<file path="config.mk">
export PLATFORM = sky130hd
export DESIGN_NAME = wdf_divider
export DESIGN_NICKNAME = d
export VERILOG_FILES = /design/src/hw/rtl/wdf_pkg.sv /design/src/hw/rtl/wdf_divider.sv
export SDC_FILE = /design/constraint.sdc
export NUM_CORES = 1
export LEC_CHECK = 0
export BUFFER_PORTS_ARGS = -buffer_cell sky130_fd_sc_hd__buf_2
export CORE_UTILIZATION = 55
export CTS_CLUSTER_DIAMETER = 50
export DETAILED_ROUTE_END_ITERATION = 8
export GPL_TIMING_DRIVEN = 0
export PLACE_DENSITY = 0.88
export SLEW_MARGIN = 15
export SYNTH_ARGS = -nofsm -noshare
export SYNTH_HDL_FRONTEND = slang
export SYNTH_SLANG_ARGS = --single-unit
export TNS_END_PERCENT = 50
</file>
<file path="constraint.sdc">
create_clock -name i_clk -period 7.33 [get_ports i_clk]
set_input_delay 2.199 -clock i_clk [delete_from_list [all_inputs] [get_ports i_clk]]
set_output_delay 2.199 -clock i_clk [all_outputs]
set_load 0.1 [all_outputs]
</file>
<file path="src/hw/rtl/wdf_pkg.sv">
// Shared widths, constants and outcome codes of the water table depth finder.
package wdf_pkg;

    localparam int THK_W   = 20;
    localparam int HEAD_W  = 32;
    localparam int DEPTH_W = 26;
    localparam int OUTC_W  = 2;

    // Shared multiplier operands and product.
    localparam int MUL_A_W = 32;
    localparam int MUL_B_W = THK_W + 1;
    localparam int PROD_W  = MUL_A_W + MUL_B_W;

    // Interpolation divider: denominator is twice the head difference.
    localparam int DEN_W    = HEAD_W + 1;
    localparam int QUO_W    = 23;
    localparam int NUM_W    = 55;
    localparam int QCNT_W   = $clog2(QUO_W);
    localparam int Q_OFF_SH = 21;

    localparam logic [QUO_W-1:0]   Q_OFF     = QUO_W'(1) << Q_OFF_SH;
    localparam logic [DEPTH_W-1:0] DEPTH_MAX = {DEPTH_W{1'b1}};

    localparam logic [OUTC_W-1:0] OUTC_CROSSING  = 2'd0;
    localparam logic [OUTC_W-1:0] OUTC_BOTTOM_DRY = 2'd1;
    localparam logic [OUTC_W-1:0] OUTC_SATURATED = 2'd2;
    localparam logic [OUTC_W-1:0] OUTC_OVERFLOW  = 2'd3;

endpackage

</file>
<file path="src/hw/rtl/wdf_divider.sv">
// Restoring divider, one quotient bit per cycle, for the interpolation term.
module wdf_divider import wdf_pkg::*; (
    input  logic             i_clk,
    input  logic             i_rst_n,
    input  logic             i_start,
    input  logic [NUM_W-1:0] i_num,
    input  logic [DEN_W-1:0] i_den,
    output logic             o_done,
    output logic [QUO_W-1:0] o_quo
);

    logic              r_busy, n_busy;
    logic              r_done, n_done;
    logic [QCNT_W-1:0] r_cnt, n_cnt;
    logic [DEN_W-1:0]  r_rem, n_rem;
    logic [DEN_W-1:0]  r_den, n_den;
    logic [QUO_W-1:0]  r_lo, n_lo;
    logic [QUO_W-1:0]  r_quo, n_quo;
    logic [DEN_W:0]    trial;
    logic [DEN_W:0]    diff;
    logic              ge;

    always_comb begin
        trial  = {r_rem, r_lo[QUO_W-1]};
        diff   = trial - {1'b0, r_den};
        // The remainder stays below the divisor, so the top bit is a borrow.
        ge     = !diff[DEN_W];
        n_busy = r_busy;
        n_done = 1'b0;
        n_cnt  = r_cnt;
        n_rem  = r_rem;
        n_den  = r_den;
        n_lo   = r_lo;
        n_quo  = r_quo;
        if (i_start) begin
            n_busy = 1'b1;
            n_cnt  = QCNT_W'(QUO_W - 1);
            n_rem  = DEN_W'(i_num[NUM_W-1:QUO_W]);
            n_lo   = i_num[QUO_W-1:0];
            n_den  = i_den;
        end else if (r_busy) begin
            n_rem = ge ? diff[DEN_W-1:0] : trial[DEN_W-1:0];
            n_lo  = r_lo << 1;
            n_quo = {r_quo[QUO_W-2:0], ge};
            if (r_cnt == '0) begin
                n_busy = 1'b0;
                n_done = 1'b1;
            end else begin
                n_cnt = r_cnt - QCNT_W'(1);
            end
        end
    end

    always_ff @(posedge i_clk) begin
        if (!i_rst_n) begin
            r_busy <= 1'b0;
            r_done <= 1'b0;
            r_cnt  <= '0;
        end else begin
            r_busy <= n_busy;
            r_done <= n_done;
            r_cnt  <= n_cnt;
        end
    end

    always_ff @(posedge i_clk) begin
        r_rem <= n_rem;
        r_den <= n_den;
        r_lo  <= n_lo;
        r_quo <= n_quo;
    end

    assign o_done = r_done;
    assign o_quo  = r_quo;

endmodule
</file>
* Yosys cells after proc, flatten, opt, wreduce, memory -nomap -nowiden
Cells that the tools add are included.
** Word-level totals
- Flip-flop bits (word level) :: 119
- Output and inout bits :: 24
** Operators by class
- $add $sub $neg :: 2
- Eq/ne operators :: 1
- Multiplexer cells :: 12
- Bitwise operators :: 4
- Reductions and logical operators :: 8
** Operators by type and width (number)
- $mux W32 :: 2
- $mux W23 :: 2
- $sub A34 B33 Y34 :: 1
- $mux W33 :: 1
- $mux W5 :: 3
- $reduce_and A2 Y1 :: 3
- $logic_not A5 Y1 :: 1
- $sub A5 B1 Y5 const B :: 1
- $mux W1 :: 4
- $not A1 Y1 :: 4
- $reduce_or A3 Y1 :: 1
- $ne A2 B2 Y1 const B :: 1
- $reduce_bool A2 Y1 :: 1
- $reduce_or A2 Y1 :: 1
- $logic_not A1 Y1 :: 1

* Depth between registers and ports, before layout
Gate-level depths: netlist of the first run.
- Word-level depth :: 4
- Depth in mapped cells :: 14
- Mapped depth without buffers :: 13

* Worst setup path after synthesis of the first run
Ideal clock, no wire load.
- Path kind :: in2reg
- Start point :: in i_start
- End point :: reg r_rem[32]
- Library setup time :: 62 ps
- Data arrival time :: 3871 ps
- Data required time :: 7268 ps
- Setup slack :: 3397 ps
- Stages on the path :: 5
- Cell sequence :: clkbuf_1 nor2b_1 nand2_1 o22ai_1 a31o_2
** RTL lines
- from (decl) :: RTL line wdf_divider.sv:5 : input logic i_start,
- to (signal assigned) :: RTL line wdf_divider.sv:67 : r_rem <= n_rem;
- to (decl) :: RTL line wdf_divider.sv:15 : logic [DEN_W-1:0] r_rem, n_rem;

* Worst setup path in the final report of the first run
- Start point :: in i_start
- End point :: reg r_rem[20] (data pin)
** On the way
- Cells in the longest elaborated chain, start to end :: 1
** RTL lines
- $mux W32 :: RTL line wdf_divider.sv:35 : if (i_start) begin
- via n_rem[20] :: RTL line wdf_divider.sv:15
The timed path passes the listed nets, and every way through them passes these cells.
A chain may end at the register's enable or synchronous reset.

==> results of run 1 <==
-- registers in the layout (all words and copies together), names as in the netlist --
register,flops
r_rem,33
r_busy,1
r_den,33
r_cnt,5
o_done,1
o_quo,23
r_lo,23
-- worst reg2reg max path, cell delays in order, from the launching register on --
cell and delay (ps):
edfxtp_1 350, inv_1 100, ha_1 170, inv_1 60, fa_1 420, a211oi_1 270
o211ai_1 190, nand4_1 130, and3_1 270, a311oi_1 170, or4b_2 670, nand3_1 100
mux2i_1 70, o21ai_1 120
-- layout make-up --
| cell class | count | area share (%) |
|---|---|---|
| sequential | 119 | 43.7 |
| tap | 143 | 2.24 |
| inverter | 44 | 2.13 |
| timing repair buffer | 115 | 7.32 |
| multi-input combinational | 388 | 35.6 |
| clock buffer | 23 | 6.65 |
| buffer | 22 | 1.66 |
| clock inverter | 9 | 0.751 |
-- cell usage after synthesis, drive strengths merged, types with 7 or more instances --
library cell / count
dfxtp: 8
nor2: 26
xnor2: 19
mux2: 26
inv: 44
nand2: 46
o21ai: 45
mux2i: 23
buf: 13
a21o: 11
nand2b: 9
a21oi: 40
edfxtp: 111
clkbuf: 9
o211ai: 8
nand4: 8
nor3: 7
xor2: 14
ha: 35
-- power groups by stage --
stage	Sequential (mW)	Combinational, mW	Clock [mW]
2_1_floorplan	0.953	0.844	0
3_3_place_gp	0.928	1.06	0
3_5_place_dp	0.934	1.10	0
4_1_cts	0.922	1.12	0.818
5_1_grt	0.932	1.23	0.848
6_report	0.922	1.13	0.810
-- through the flow --
stage               hold WS [ps]  setup slack, ps
global route                 455             2930
CTS                          445             3120
detailed placement           433             2660
floorplan                    506             3400
global placement             430             2430
finish                       447             3090
-- final timing paths --
kind                                   to  cells after the start
worst max-delay path            r_rem[20]                      6
worst min-delay path            o_quo[20]                      0
worst max register to register  r_rem[24]                     13
worst min register to register  o_quo[20]                      0
-- per-layer routing --
layer,GRT usage (%),wire (um),vias to the layer above
met3,6.15,962,38
met2,40.6,7250,217
met5,0,0,-
li1,-,-,2383
met1,30.8,6170,2383
met4,14.0,466,0
-- cells by family (layout without fill, tap and decap cells) --
family                   Yosys count  count (layout)  share of synthesized area (%)
AO/OA/AOI/OAI                    140             140                           13.5
XOR/XNOR                          33              33                           4.64
adder cells (fa/ha/maj)           36              36                           6.90
buffers and inverters             66             213                           4.56
flip-flops                       119             119                           52.6
multiplexers                      49              49                           8.00
AND/OR/NAND/NOR                  130             130                           9.77
==> impl_metrics.yaml, run 1 <==
placed_design:
  hpwlAfterDp_um: 10500
  place_inst: 831
  gp_congestion: 0.951
  dpl_cell_area_um2: 7400
  io_buffers: 114
yosys:
  synth_area_leader_cell: "edfxtp_1"
  synth_edf_count: 111
  synthCells: 573
  seq_area_frac_synth_pct: 52.6
  ys_ff_latch: 119
  yosysWarnings: 0
  syn_area_per_cell_um2: 11.6
  syn_nets: 700
  synth_cell_types: 66
  synth_flop_cell: "edfxtp_1"
  ys_async_sr_fraction_pct: 0
  synth.top_cell.area_share_pct: 50.2
  syn-cell-area_um2: 6640
  synthTopCellsByArea: "edfxtp_1, ha_1, mux2_2"
cts:
  cts_hold_buf: 0
  ctsResizeCount: 0
  cts_tree: "yes"
  root_buffer: "clkbuf_16"
  cts_sinks: 119
  cts.htree.levels: 4
  post_cts.repair.setup_buffers: 0
  clk_pin_slew_ps: 50
  numCtsBuffers: 17
  clockBufferDepth: 2
  clk_latency_ps: 420
power:
  p_sw_share_pct: 34.9
  power.density_nw_per_um2: 358
  internal_power_mw: 1.86
  power_frac_comb_pct: 39.5
  finalPower_mw: 2.87
  seq_power_share_pct: 32.2
  p_switching_mw: 1.00
  p_leak_nw: 3.41
  clock_power_share_pct: 28.3
  ir_drop_v: 0.000221
finish:
  final_cells: 863
  multi_input_area_um2: 2840
  area_growth_pct: 20.5
  final_area_um2: 8000
  finish.net_count: 834
  num_antenna_cells: 0
  layout_common_cells: "buf_2, edfxtp_1, nand2_1"
  nFillCells: 786
  final_util_pct: 69.1
  register_area_um2: 3490
  drive_gt1_share_pct: 27.5
  final_common_cell: "buf_2"
timing:
  worst_pin_slew_ps: 822
  rsz0062_at_grt: "no"
  final.period_utilization_pct: 57.9
  fin_setup_tns_ps: 0
  setup_viol: 0
  finalHoldViolations: 0
  report.final.slew_viol_count: 0
  fin_crit_ps: 4240
  max_freq_mhz: 236
  relSlewSlack_pct: 45.2
  skew_ps: 7.38
global_route:
  grt_pass1_wl_um: 24100
  antenna_found_initial: 0
  grt_overflow: 0
  global_route.usage.total_pct: 25.1
  grt_pass1_vias: 4967
  grt_max_degree: 57
routing:
  num_vias: 5021
  drt-total-wl_um: 14800
  routedWlPerCell_um: 17.2
  first_pass_iters: 8
  drt_iter0_drc: 271
  vias_per_cell: 5.82
  ant_nets: 0
  post-route-drc-count: 9
die:
  rows: 39
  ios: 115
  fp.dieH_um: 112
  dieArea_um2: 12500
  start_util_pct: 57.4
  coreArea_um2: 11600
  die_w_um: 112
critical_path:
  crit_chain: "buf_2, clkbuf_1, clkbuf_1, clkbuf_1, nor2b_1, a21oi_1"
  crit_path_start: "i_start"
  path_buf_inv: 4
  startpoint_type: "input pin"
  r2r_slack_ps: 4080
  crit_slowest_cell: "buf_2"
  crit_family: "buffers and inverters"
  critPathArrivalTime_ps: 4410
  crit_fanout: 34
  crit_top_cell: "clkbuf_1"
  cp.required_ps: 7500
  r2r-start: "r_lo[22]"
  cp-end-kind: "flip-flop"
  crit_type: "in2reg"
  slowest_delay_ps: 620
worst_hold_path:
  min_path_type: "reg2reg"
  min-delay-start: "o_quo[19]"
outcome:
  violations: "design-rule violations"
  status: "finished with violations"
flow_run:
  cap_viol_max_count: 0
Note: power is estimated with default switching activity, not from simulation.
==> run 2: changes to the inputs <==
--- a/config.mk
+++ b/config.mk
@@ -5,12 +5,13 @@
 export SDC_FILE = /design/constraint.sdc
 export NUM_CORES = 1
 export LEC_CHECK = 0
+export ABC_AREA = 1
 export BUFFER_PORTS_ARGS = -buffer_cell sky130_fd_sc_hd__buf_2
 export CORE_UTILIZATION = 55
 export CTS_CLUSTER_DIAMETER = 50
 export DETAILED_ROUTE_END_ITERATION = 8
 export GPL_TIMING_DRIVEN = 0
-export PLACE_DENSITY = 0.88
+export PLACE_DENSITY = 0.86
 export SLEW_MARGIN = 15
 export SYNTH_ARGS = -nofsm -noshare
 export SYNTH_HDL_FRONTEND = slang
==> constraint.sdc (replaced) <==
create_clock -name i_clk -period 4.2 [get_ports i_clk]
set_input_delay 1.26 -clock i_clk [delete_from_list [all_inputs] [get_ports i_clk]]
set_output_delay 1.26 -clock i_clk [all_outputs]
set_load 0.1 [all_outputs]
==> impl_metrics.yaml, run 2 <==
routing:
  post-route-drc-count: 0
  drt_iter0_drc: 623
  first_pass_iters: 7
  routedWlPerCell_um: 15.2
  drt-total-wl_um: 20700
  ant_nets: 0
  num_vias: 7021
  vias_per_cell: 5.14
power:
  p_leak_nw: 4.95
  power.density_nw_per_um2: 528
  ir_drop_v: 0.000335
cts:
  root_buffer: "clkbuf_16"
  cts_hold_buf: 0
  clockBufferDepth: 2
  cts.htree.levels: 4
  cts_tree: "yes"
  cts_sinks: 119
  ctsResizeCount: 0
  clk_latency_ps: 440
  numCtsBuffers: 17
  post_cts.repair.setup_buffers: 0
  clk_pin_slew_ps: 70
timing:
  worst_pin_slew_ps: 850
  final.period_utilization_pct: 92.0
  skew_ps: 13.5
  setup_viol: 0
  relSlewSlack_pct: 43.3
  setup_ws_ps: 337
  report.final.slew_viol_count: 0
  fin_crit_ps: 3860
  rsz0062_at_grt: "no"
  hold_slack_ps: 439
  finalHoldViolations: 0
  max_freq_mhz: 259
  fin_setup_tns_ps: 0
yosys:
  ys_top_cells_by_count: "nand2_1, inv_1, edfxtp_1, nand3_1, nor2_1"
  yosysMostFrequentCell: "nand2_1"
  synth_cell_types: 33
  syn_area_per_cell_um2: 7.62
  synth_edf_count: 111
  syn-cell-area_um2: 7910
  synth_flop_cell: "edfxtp_1"
  synth_area_leader_cell: "edfxtp_1"
  ys_async_sr_fraction_pct: 0
  syn_nets: 1165
  seq_area_frac_synth_pct: 44.2
  synth.top_cell.area_share_pct: 42.2
  synthCells: 1038
  yosysWarnings: 0
  synthTopCellsByArea: "edfxtp_1, nand2_1, inv_1"
  ys_ff_latch: 119
global_route:
  busiest_layer: "met2"
  antenna_found_initial: 0
  grt_pass1_vias: 6784
  met1_usage_pct: 38.3
  global_route.usage.total_pct: 29.5
  grt_use_met2_pct: 48.3
  grt_pass1_wl_um: 33000
  grt_overflow: 0
  grt_max_degree: 56
  grtUsageMet3_pct: 5.90
placed_design:
  dpl_cell_area_um2: 8730
  io_buffers: 114
  dpl_worst_slack_ps: -94.8
  gp_congestion: 0.960
  place_inst: 1333
  hpwlAfterDp_um: 15400
critical_path:
  cp.required_ps: 4260
  crit_type: "in2reg"
  cp-end-kind: "flip-flop"
  crit_fanout: 55
  critPathArrivalTime_ps: 3930
  r2r_slack_ps: 1560
  startpoint_type: "input pin"
die:
  die_w_um: 122
  dieArea_um2: 14900
  ios: 115
  coreArea_um2: 13900
  fp.dieH_um: 122
  start_util_pct: 56.7
  rows: 43
finish:
  num_antenna_cells: 0
  area_growth_pct: 17.6
  layout_common_cells: "nand2_1, inv_1, buf_2"
  finish.net_count: 1299
  final_cells: 1365
  drive_gt1_share_pct: 17.4
  final_area_um2: 9300
  reg.largest.list: "r_den x33, r_rem x33"
  final_common_cell: "nand2_1"
flow_run:
  cap_viol_max_count: 0
outcome:
  status: "completed"
worst_hold_path:
  min_path_type: "reg2reg"
[run 2: metal layers]
metal / vias to the layer above / part of all wire [%] / routed length [um]
li1: 3527 / - / -
met1: 3204 / 44 / 9020
met2: 249 / 47 / 9740
met3: 41 / 6.9 / 1420
met4: 0 / 2.5 / 523
met5: - / 0 / 0
[run 2: worst max-delay path: stages]
cell and delay [ps]:
buf_2 640, clkbuf_1 520, inv_1 270, buf_2 260, buf_1 270, nand2_4 650
[run 2: per-stage QoR]
stage	power, mW	utilization, %
after floorplan	2.98	-
after global routing	5.21	66.7
after detailed placement	3.47	62.6
final	4.91	66.7
after CTS	4.90	66.7
after global placement	3.42	62.5
[run 2: final timing paths]
check / endpoint / depth (start not counted) / from
worst max-delay path: r_rem[16] / 6 / i_start
worst min-delay path: o_quo[6] / 0 / o_quo[5]
worst max register to register: r_rem[15] / 13 / r_rem[15]
worst min register to register: o_quo[6] / 0 / o_quo[5]
[run 2: cells by family (layout without fill, tap and decap cells)]
group	Yosys count	count (layout)	share of synthesized area, %
AND/OR/NAND/NOR	603	603	34.2
XOR/XNOR	15	15	1.66
buffers and inverters	232	379	12.0
adder cells (fa/ha/maj)	36	36	5.79
AO/OA/AOI/OAI	33	33	2.20
flip-flops	119	119	44.2
[run 2: final cells by class]
| type | count | area, um2 |
|---|---|---|
| timing repair buffer | 115 | 586 |
| multi-input combinational | 687 | 3470 |
| tap | 180 | 225 |
| clock inverter | 15 | 144 |
| buffer | 26 | 176 |
| inverter | 206 | 773 |
| fill | 1203 | 4640 |
| sequential | 119 | 3490 |
| clock buffer | 17 | 425 |
[run 2: power by group]
part           switching, mW  leakage [nW]  internal [mW]
logic                   1.27          3.50          0.671
clock network          0.597         0.279          0.826
registers             0.0703          1.16           1.48
